### src/rpn_pkg.sv
// package for the rpn stack evaluator: codes, state type and defaults
package rpn_pkg;

  localparam int unsigned StackDepth = 64;

  localparam int unsigned DataWidth = 32;
  localparam int unsigned AluWidth  = DataWidth + 2;

  // token op codes
  localparam logic [2:0] OpClear = 3'd0;
  localparam logic [2:0] OpPush  = 3'd1;
  localparam logic [2:0] OpAdd   = 3'd2;
  localparam logic [2:0] OpSub   = 3'd3;
  localparam logic [2:0] OpMul   = 3'd4;
  localparam logic [2:0] OpDiv   = 3'd5;

  // result status codes
  localparam logic [2:0] StOk        = 3'd0;
  localparam logic [2:0] StUnknown   = 3'd1;
  localparam logic [2:0] StUnderflow = 3'd2;
  localparam logic [2:0] StDivZero   = 3'd3;
  localparam logic [2:0] StFull      = 3'd4;

  typedef enum logic [3:0] {
    S_IDLE,
    S_LOAD,
    S_NEG_A,
    S_NEG_B,
    S_DIV,
    S_NEG_Q,
    S_MUL,
    S_WRITE,
    S_TOP,
    S_DONE
  } state_e;

endpackage

### src/rpn_stack_integer_evaluator.sv
// reverse polish integer evaluator over a bounded stack, with one shared adder
//
// input channel: in_valid_i / in_stall_o with op_i and push_value_i. a token is
// taken only while the block is idle; in_stall_o stays high until its result
// has been moved into the output register.
// output channel: out_valid_o / out_stall_i with status_o, top_value_o,
// is_empty_o and depth_o, one result per token, held while stalled. the next
// token can be taken while a result still waits in the output register.
// steps per token:
//   clear, push, unknown op, underflow: straight to the result step
//   add, subtract: load, write; divide by zero: load, top reload if any left
//   multiply: 32 shift-add steps
//   divide: sign fix, 32 restoring steps, quotient sign fix
// the 34-bit adder/subtractor is the only arithmetic unit; multiply and divide
// iterate one bit per cycle through it.
// the stack lives in a single-port-write memory with a registered read port;
// the top entry is mirrored in a register.
// reset clears the entry count and the output valid; stack contents need no
// clearing, since only entries below the count are ever read.
// a stalled result blocks only the token after it at its final step.
module rpn_stack_integer_evaluator
  import rpn_pkg::*;
#(
  parameter int unsigned STACK_DEPTH = rpn_pkg::StackDepth
) (
  input  logic               clk_i,
  input  logic               rst_ni,
  input  logic               in_valid_i,
  output logic               in_stall_o,
  input  logic [2:0]         op_i,
  input  logic signed [31:0] push_value_i,
  output logic               out_valid_o,
  input  logic               out_stall_i,
  output logic [2:0]         status_o,
  output logic signed [31:0] top_value_o,
  output logic               is_empty_o,
  output logic [6:0]         depth_o
);

  localparam int unsigned AW = (STACK_DEPTH > 1) ? $clog2(STACK_DEPTH) : 1;
  localparam int unsigned CW = $clog2(STACK_DEPTH + 1);

  state_e state_q, state_d;

  logic [CW-1:0]          count_q, count_d;
  logic                   out_valid_q, out_valid_d;

  logic [DataWidth-1:0]   a_q, a_d;
  logic [DataWidth-1:0]   b_q, b_d;
  logic [DataWidth-1:0]   acc_q, acc_d;
  logic [DataWidth-1:0]   tos_q, tos_d;
  logic [4:0]             iter_q, iter_d;
  logic                   neg_q, neg_d;
  logic [2:0]             op_q, op_d;
  logic [2:0]             status_q, status_d;

  logic [2:0]             out_status_q;
  logic [DataWidth-1:0]   out_top_q;
  logic                   out_empty_q;
  logic [6:0]             out_depth_q;
  logic                   out_load;

  // stack memory
  logic [DataWidth-1:0]   mem_q [STACK_DEPTH];
  logic [DataWidth-1:0]   mem_rdata_q;
  logic                   mem_we, mem_re;
  logic [AW-1:0]          mem_waddr, mem_raddr;
  logic [DataWidth-1:0]   mem_wdata;

  // shared adder/subtractor
  logic [AluWidth-1:0]    alu_x, alu_y, alu_sum;
  logic                   alu_sub;

  assign alu_sum = alu_x + (alu_sub ? ~alu_y : alu_y) + AluWidth'(alu_sub);

  assign in_stall_o = (state_q != S_IDLE);

  // next state
  always_comb begin
    state_d = state_q;
    unique case (state_q)
      S_IDLE: begin
        if (in_valid_i) begin
          if (op_i >= OpAdd && op_i <= OpDiv && count_q >= CW'(2)) begin
            state_d = S_LOAD;
          end else begin
            state_d = S_DONE;
          end
        end
      end
      S_LOAD: begin
        unique case (op_q) inside
          OpAdd, OpSub: state_d = S_WRITE;
          OpMul:        state_d = S_MUL;
          default: begin
            if (b_q == '0) begin
              state_d = (count_q > CW'(2)) ? S_TOP : S_DONE;
            end else begin
              state_d = S_NEG_A;
            end
          end
        endcase
      end
      S_NEG_A: state_d = S_NEG_B;
      S_NEG_B: state_d = S_DIV;
      S_DIV:   state_d = (iter_q == '1) ? S_NEG_Q : S_DIV;
      S_NEG_Q: state_d = S_WRITE;
      S_MUL:   state_d = (iter_q == '1) ? S_WRITE : S_MUL;
      S_WRITE: state_d = S_DONE;
      S_TOP:   state_d = S_DONE;
      S_DONE: begin
        if (!out_valid_q || !out_stall_i) begin
          state_d = S_IDLE;
        end
      end
      default: state_d = S_IDLE;
    endcase
  end

  // datapath and control outputs
  always_comb begin
    count_d   = count_q;
    a_d       = a_q;
    b_d       = b_q;
    acc_d     = acc_q;
    tos_d     = tos_q;
    iter_d    = iter_q;
    neg_d     = neg_q;
    op_d      = op_q;
    status_d  = status_q;
    mem_we    = 1'b0;
    mem_re    = 1'b0;
    mem_waddr = AW'(count_q);
    mem_raddr = AW'(count_q - CW'(2));
    mem_wdata = acc_q;
    alu_x     = '0;
    alu_y     = '0;
    alu_sub   = 1'b0;
    out_load  = 1'b0;

    unique case (state_q)
      S_IDLE: begin
        if (in_valid_i) begin
          op_d     = op_i;
          status_d = StOk;
          case (op_i) inside
            OpClear: count_d = '0;
            OpPush: begin
              if (count_q == CW'(STACK_DEPTH)) begin
                status_d = StFull;
              end else begin
                mem_we    = 1'b1;
                mem_waddr = AW'(count_q);
                mem_wdata = push_value_i;
                tos_d     = push_value_i;
                count_d   = count_q + CW'(1);
              end
            end
            OpAdd, OpSub, OpMul, OpDiv: begin
              if (count_q < CW'(2)) begin
                status_d = StUnderflow;
              end else begin
                // fetch the second entry; the top one is already in tos_q
                mem_re    = 1'b1;
                mem_raddr = AW'(count_q - CW'(2));
                b_d       = tos_q;
              end
            end
            default: status_d = StUnknown;
          endcase
        end
      end
      S_LOAD: begin
        a_d   = mem_rdata_q;
        neg_d = mem_rdata_q[DataWidth-1] ^ b_q[DataWidth-1];
        case (op_q) inside
          OpAdd, OpSub: begin
            alu_x   = AluWidth'(mem_rdata_q);
            alu_y   = AluWidth'(b_q);
            alu_sub = (op_q == OpSub);
            acc_d   = alu_sum[DataWidth-1:0];
          end
          OpMul: begin
            acc_d  = '0;
            iter_d = '0;
          end
          default: begin
            if (b_q == '0) begin
              // both operands dropped; any new top comes back from memory
              status_d = StDivZero;
              count_d  = count_q - CW'(2);
              if (count_q > CW'(2)) begin
                mem_re    = 1'b1;
                mem_raddr = AW'(count_q - CW'(3));
              end
            end else begin
              acc_d  = '0;
              iter_d = '0;
            end
          end
        endcase
      end
      S_NEG_A: begin
        alu_y   = AluWidth'(a_q);
        alu_sub = 1'b1;
        if (a_q[DataWidth-1]) begin
          a_d = alu_sum[DataWidth-1:0];
        end
      end
      S_NEG_B: begin
        alu_y   = AluWidth'(b_q);
        alu_sub = 1'b1;
        if (b_q[DataWidth-1]) begin
          b_d = alu_sum[DataWidth-1:0];
        end
      end
      S_DIV: begin
        // restoring step: remainder in acc_q, dividend shifts out of a_q
        alu_x   = {1'b0, acc_q, a_q[DataWidth-1]};
        alu_y   = AluWidth'(b_q);
        alu_sub = 1'b1;
        if (!alu_sum[AluWidth-1]) begin
          acc_d = alu_sum[DataWidth-1:0];
          a_d   = {a_q[DataWidth-2:0], 1'b1};
        end else begin
          acc_d = {acc_q[DataWidth-2:0], a_q[DataWidth-1]};
          a_d   = {a_q[DataWidth-2:0], 1'b0};
        end
        iter_d = iter_q + 5'd1;
      end
      S_NEG_Q: begin
        alu_y   = AluWidth'(a_q);
        alu_sub = 1'b1;
        acc_d   = neg_q ? alu_sum[DataWidth-1:0] : a_q;
      end
      S_MUL: begin
        // shift-add, only the low word of the product is kept
        alu_x  = AluWidth'(acc_q);
        alu_y  = b_q[0] ? AluWidth'(a_q) : '0;
        acc_d  = alu_sum[DataWidth-1:0];
        a_d    = {a_q[DataWidth-2:0], 1'b0};
        b_d    = {1'b0, b_q[DataWidth-1:1]};
        iter_d = iter_q + 5'd1;
      end
      S_WRITE: begin
        mem_we    = 1'b1;
        mem_waddr = AW'(count_q - CW'(2));
        mem_wdata = acc_q;
        tos_d     = acc_q;
        count_d   = count_q - CW'(1);
      end
      S_TOP: tos_d = mem_rdata_q;
      S_DONE: begin
        if (!out_valid_q || !out_stall_i) begin
          out_load = 1'b1;
        end
      end
      default: ;
    endcase
  end

  assign out_valid_d = out_load | (out_valid_q & out_stall_i);

  always_ff @(posedge clk_i or negedge rst_ni) begin
    if (!rst_ni) begin
      state_q     <= S_IDLE;
      count_q     <= '0;
      out_valid_q <= 1'b0;
    end else begin
      state_q     <= state_d;
      count_q     <= count_d;
      out_valid_q <= out_valid_d;
    end
  end

  always_ff @(posedge clk_i) begin
    a_q      <= a_d;
    b_q      <= b_d;
    acc_q    <= acc_d;
    tos_q    <= tos_d;
    iter_q   <= iter_d;
    neg_q    <= neg_d;
    op_q     <= op_d;
    status_q <= status_d;
    if (out_load) begin
      out_status_q <= status_q;
      out_top_q    <= (count_q == '0) ? '0 : tos_q;
      out_empty_q  <= (count_q == '0);
      out_depth_q  <= 7'(count_q);
    end
  end

  always_ff @(posedge clk_i) begin
    if (mem_we) begin
      mem_q[mem_waddr] <= mem_wdata;
    end
    if (mem_re) begin
      mem_rdata_q <= mem_q[mem_raddr];
    end
  end

  assign out_valid_o = out_valid_q;
  assign status_o    = out_status_q;
  assign top_value_o = out_top_q;
  assign is_empty_o  = out_empty_q;
  assign depth_o     = out_depth_q;

`ifndef SYNTHESIS
  a_count_bound : assert property (@(posedge clk_i) disable iff (!rst_ni)
    count_q <= CW'(STACK_DEPTH))
    else $error("stack count above depth");

  a_result_from_done : assert property (@(posedge clk_i) disable iff (!rst_ni)
    $rose(out_valid_q) |-> $past(state_q == S_DONE))
    else $error("result appeared outside the done step");

  a_transfer_leaves_idle : assert property (@(posedge clk_i) disable iff (!rst_ni)
    in_valid_i && !in_stall_o |=> state_q != S_IDLE)
    else $error("token transfer did not start work");

  a_write_below_count : assert property (@(posedge clk_i) disable iff (!rst_ni)
    mem_we |-> count_d != '0)
    else $error("stack write leaves the stack empty");
`endif

endmodule

### config.mk
export PLATFORM = sky130hd
export DESIGN_NAME = rpn_stack_integer_evaluator
export DESIGN_NICKNAME = d
export VERILOG_FILES = /design/src/rpn_pkg.sv /design/src/rpn_stack_integer_evaluator.sv
export SDC_FILE = /design/constraint.sdc
export NUM_CORES = 2
export LEC_CHECK = 0
export BUFFER_PORTS_ARGS = -buffer_cell sky130_fd_sc_hd__buf_2
export CAP_MARGIN = 20
export CORE_MARGIN = 3
export CORE_UTILIZATION = 57
export CTS_CLUSTER_DIAMETER = 30
export DETAILED_ROUTE_END_ITERATION = 8
export GPL_TIMING_DRIVEN = 1
export PLACE_DENSITY = 0.71
export REMOVE_ABC_BUFFERS = 1
export SYNTH_ARGS = -nofsm -noshare
export SYNTH_HDL_FRONTEND = slang
export SYNTH_SLANG_ARGS = --single-unit
### constraint.sdc
create_clock -name clk_i -period 6.81 [get_ports clk_i]
set_input_delay 0.3405 -clock clk_i [delete_from_list [all_inputs] [get_ports clk_i]]
set_output_delay 0.3405 -clock clk_i [all_outputs]
set_load 0.05 [all_outputs]
# Word level (Yosys, flattened, before mapping)
# Memory sizes are Yosys's and may differ from the RTL's. A register that Yosys moved wholly into a read port is not among the register bits.
# Cells that the tools add are included.
# word_totals
wordCells	194
register_bits	195
ramBits	2048
memories	1
# classes
n_addsub	7
n_eq_ne	36
n_bitwise	4
muxes	90
reduce_logical	34
order_cmp	5
# mem_list
memory	words	word_bits	rd	rd_clocked_by_memory_dff	write_ports	line_no	rtl
mem_q	64	32	1	1	1	rpn_stack_integer_evaluator.sv:64	logic [DataWidth-1:0] mem_q [STACK_DEPTH];
# op_table
cell	count
$mux 32	24
$pmux 32 s4	3
$pmux 32 s3	2
$pmux 33 s3	1
$mux 7	7
$mux 6	6
$pmux 4 s9	1
$add 34x1->34	1
$add 34x34->34	1
$mux 34	1
$not 34->34	1
$logic_not 32->1	1
$ne 2x2->1 const B	13
$mux 1	22
$mux 3	7
$pmux 7 s3	1
$eq 4x3->1 const B	4
$mux 4	4
$mux 5	3
$reduce_and 7->1	2
$eq 3x2->1 const B	4
$reduce_bool 4->1	3
$pmux 5 s2	1
$reduce_and 5->1	2
39 further kinds	61

# Logic depth before layout (Yosys ltp)
# logic_depth
depth_word	10
ltp_mapped	23
mapped_depth_nobuf	19

# Worst setup path after synthesis
# Ideal clock, no wire load.
# synth_path
kind	flip-flop to flip-flop
start	register count_q[4]
end	memory mem_q[0][27], data pin
slack_ns	1.799
t_arrival_ns	4.309
path_buffers	3
stages_incl_launch_ff	8
period_less_slack_ns	5.011
required_time_ns	6.108
path_cell_list	dfrtp_1 > clkbuf_1 > nor4_1 > nand3_1 > and4_1 > clkbuf_1 > buf_1 > o21ai_0
# synth_between
elab_chain_len	6
# synth_lines
item	line_no	rtl
start, declared	rpn_stack_integer_evaluator.sv:45	logic [CW-1:0] count_q, count_d;
start signal, assigned	rpn_stack_integer_evaluator.sv:271	count_q <= count_d;
$eq 7x7->1	rpn_stack_integer_evaluator.sv:149	if (count_q == CW'(STACK_DEPTH)) begin
$mux 32	rpn_stack_integer_evaluator.sv:149	
$mux 32 (2 in a row)	rpn_stack_integer_evaluator.sv:146	case (op_i) inside
$mux 32	rpn_stack_integer_evaluator.sv:143	if (in_valid_i) begin
$mux 32	rpn_stack_integer_evaluator.sv:141	unique case (state_q)
net mem_wdata[27]	rpn_stack_integer_evaluator.sv:68	logic [DataWidth-1:0] mem_wdata;
end, declared	rpn_stack_integer_evaluator.sv:64	
# The timed path passes the listed nets, and every way through them passes these cells.

# Worst setup path in the final report
# layout_path
start	register count_q[1]
end	register mem_rdata_q[14] (read register of mem_q), data pin
# layout_between
elab_chain_len	7
elab_cells_between_ends	19
classes_between	2 x add/sub; 2 x order compare; 15 x mux
# layout_lines
item	line_no	rtl
$lt 7x2->1	rpn_stack_integer_evaluator.sv:160	if (count_q < CW'(2)) begin
$mux 1	rpn_stack_integer_evaluator.sv:160	
$mux 1 (3 in a row)	rpn_stack_integer_evaluator.sv:146	
$mux 1	rpn_stack_integer_evaluator.sv:143	
$pmux 1 s2	rpn_stack_integer_evaluator.sv:141	
end, declared	rpn_stack_integer_evaluator.sv:65	logic [DataWidth-1:0] mem_rdata_q;
# Parallel ways exist; a longest one is shown, timed or not.
# A chain may end at the register's enable or synchronous reset.

==> results.cfg <==
[power]
total_power_mw = 62.1
peakVddDrop_uv = 453
p_leak_nw = 39.1
powerDensity_mw_per_mm2 = 554
power.share.sequential_pct = 30.6
sw_frac_of_total_pct = 37.8
power.internal_mw = 38.6
netSwitchingPower_mw = 23.5
power_frac_comb_pct = 35.6
p_clk_share_pct = 33.8

[cts]
clock_latency_ps = 970
cts.clk_slew.worst_paths_ps = 50
htree_levels = 5
cts_sinks = 2275
clk_path_buf_depth = 4
ctsRootBufferMaster = clkbuf_16
post_cts.repair.setup_buffers = 0
cts_made_buffers = 426
cts_tree = yes

[routing]
drc_errors = 0
antenna_left = 0
routed_wl_um = 281000
drt_iter0_drc = 9945
viasPerCell = 6.56
m1WireLength_um = 99700
dr_wl_met2_um = 127000
routed-wl-met3_um = 36400
post_drt_wl_per_cell_um = 29.8
top_layer = met5
vias = 61800
dr.pass1.iters = 7

[logic_synthesis]
synth_top_area_share_pct = 73.0
syn_inst = 6541
synth_largest_area_cell = edfxtp_1
ys_ff_latch = 2275
synth.most_common_cell = edfxtp_1
synthesis.area_mm2 = 0.0930
ys_seq_area_share_pct = 73.4
ys.flop_type = edfxtp_1
synth_cell_type_count = 87
syn_area_per_cell_um2 = 14.2
synth_edf_count = 2263
synthTopCellsByArea = edfxtp_1, nand2_1, mux2i_1
synthArstFlopShare_pct = 0.527
yosys_warnings = 0
synthTopCellsByCount = edfxtp_1, nand2_1, nand3_1, mux2i_1, a21oi_1

[global_routing]
grt_pass1_vias = 60600
antenna_found_initial = 19
grt_usage_pct = 33.0
grt_overflow = 0
grt_max_degree = 156
grt_pass1_wl_um = 406000

[timing]
hold_violations = 0
rsz0062_at_grt = false
slew_violations = 0
skew_ps = 57.2
worst_pin_slew_ps = 1170
period_share_pct = 84.4
setup_viol = 0
timing.final.ws_setup_ps = 1060
relSlewSlack_pct = 21.8
tns_ps = 0
holdWs_ps = 213
min_period_ps = 5750
fmax_mhz = 174

[floorplan]
core_area_mm2 = 0.161
start_util_pct = 57.7
ios = 84
die_h_um = 410
fp.dieW_um = 410
core.rowCount = 147
dieArea_mm2 = 0.168

[run]
max_cap_viol_count = 0

[setup_path]
endpoint_kind = register
worstSetupStartpointType = register
crit_top_cell = buf_4
cpLargestDelayFamily = buffers and inverters
crit_slowest_cell = dfrtp_1
cp_max_fo = 54
max_stage_delay_ps = 660
critPathRequiredTime_ps = 7630
path_buf_inv = 3
worst-setup-path-type = reg2reg
crit_arrival_ps = 6560
path_cells = clkinv_1 -> ha_1 -> or3b_1 -> o32ai_2 -> nor2_2 -> nand2_2 -> xnor2_4 -> buf_4 -> buf_4 -> nand2_1 -> a32oi_1 -> nand4_1 -> nand3_1 -> or4_1

[placement]
portBuffers = 83
gp_congestion = 1.00
place_inst = 8593
place_area_mm2 = 0.0971
dp_slack_ps = 1300
post-dp-hpwl_um = 159000

[min_path]
min_path_type = in2reg

[layout]
nets = 6996
drive_above_1_share_pct = 16.5
fin_area_mm2 = 0.112
area_delta_synth_final_pct = 20.5
postLayoutCoreUtil_pct = 69.5
fillers = 10200
fin_cells = 9419

[outcome]
status = finished clean
## logic make-up (layout without fill, tap and decap cells)
| kind of cell | Yosys count | after routing | share of synthesized area, % |
|---|---|---|---|
| AO/OA/AOI/OAI | 972 | 972 | 7.05 |
| XOR/XNOR | 74 | 74 | 0.733 |
| adder cells (fa/ha/maj) | 45 | 45 | 0.613 |
| buffers and inverters | 461 | 1170 | 2.17 |
| flip-flops | 2275 | 2275 | 73.4 |
| multiplexers | 382 | 382 | 5.04 |
| other | 0 | 9 | 0 |
| AND/OR/NAND/NOR | 2332 | 2332 | 11.0 |
## layout by cell type, fill, tap and decap left out, types with 12 or more instances in the layout
cell,netlist,routed
edfxtp_1,2263,2263
nand2_1,1459,1457
clkbuf_16,0,435
nand3_1,382,382
mux2i_1,284,284
a21oi_1,223,221
buf_4,23,195
a32oi_1,191,191
a22oi_1,169,169
nand4_1,165,165
o21ai_0,120,119
buf_2,135,83
nor2_4,4,75
clkinv_2,0,67
o22ai_1,66,66
bufinv_16,0,65
mux4_2,64,64
clkinv_1,2,63
clkbuf_1,217,51
nor2_1,127,50
xnor2_1,50,50
o21ai_1,51,49
and3_1,48,48
a31oi_1,48,45
ha_1,44,44
inv_1,41,41
dlygate4sd3_1,0,39
and2_1,37,37
clkinvlp_4,0,35
or4_1,34,34
buf_12,0,33
mux2_2,31,31
clkinv_4,0,28
a21o_1,27,27
inv_6,0,22
xor2_1,21,21
a222oi_1,16,16
nor4_1,12,12
## path summary, 6_finish.rpt
kind	end	from	cells past startpoint	slack [ps]
setup reg to reg	mem_rdata_q[14]	count_q[1]	14	1060
hold / removal	op_q[0]	op_i[0]	2	210
max in group asynchronous	state_q[1]	rst_ni	3	5790
hold reg to reg	status_o[1]	status_q[1]	0	420
setup / recovery	mem_rdata_q[14]	count_q[1]	14	1060
min in group asynchronous	count_q[3]	rst_ni	3	540
## power groups by stage
stage / Sequential, mW / Combinational, mW / Clock, mW
2_1_floorplan: 19.1 / 13.9 / 0
3_3_place_gp: 19.2 / 20.7 / 0
3_5_place_dp: 19.2 / 21.1 / 0
4_1_cts: 18.9 / 21.4 / 21.1
5_1_grt: 19.0 / 23.1 / 21.8
6_report: 19.0 / 22.1 / 21.0
## registers in the layout (all words and copies together) (netlist names), 5 cells and up
name / cells
a_q: 32
acc_q: 32
b_q: 32
count_q: 7
depth_o: 7
iter_q: 5
mem_q: 2048
mem_rdata_q: 32
top_value_o: 32
tos_q: 32
## repair_timing
action	in CTS	in global routing
hold buffers	39	0
resized for setup	0	0
hold endpoints to repair	62	0
## routing by layer
| metal | track usage, % | vias up |
|---|---|---|
| li1 | - | 25900 |
| met1 | 43.5 | 30500 |
| met2 | 49.7 | 4501 |
| met3 | 8.95 | 820 |
| met4 | 19.7 | 6 |
| met5 | 0 | - |
## layout make-up
| class | count | area [µm²] | share of cell area [%] |
|---|---|---|---|
| antenna | 9 | 22.5 | 0.0201 |
| clock buffer | 486 | 11100 | 9.88 |
| clock inverter | 280 | 3260 | 2.90 |
| inverter | 43 | 161 | 0.144 |
| multi-input combinational | 3805 | 23500 | 20.9 |
| sequential | 2275 | 68300 | 60.9 |
| tap | 2160 | 2700 | 2.41 |
| timing repair buffer | 361 | 3200 | 2.85 |
## worst reg2reg max path, delay by kind of cell (launching register included)
kind                     cells  cell delay [ps]
XOR/XNOR                     1              670
AO/OA/AOI/OAI                2              380
AND/OR/NAND/NOR              7             1710
flip-flops                   1              660
buffers and inverters        3             1780
adder cells (fa/ha/maj)      1              450
Note: power is estimated with default switching activity, not from simulation.
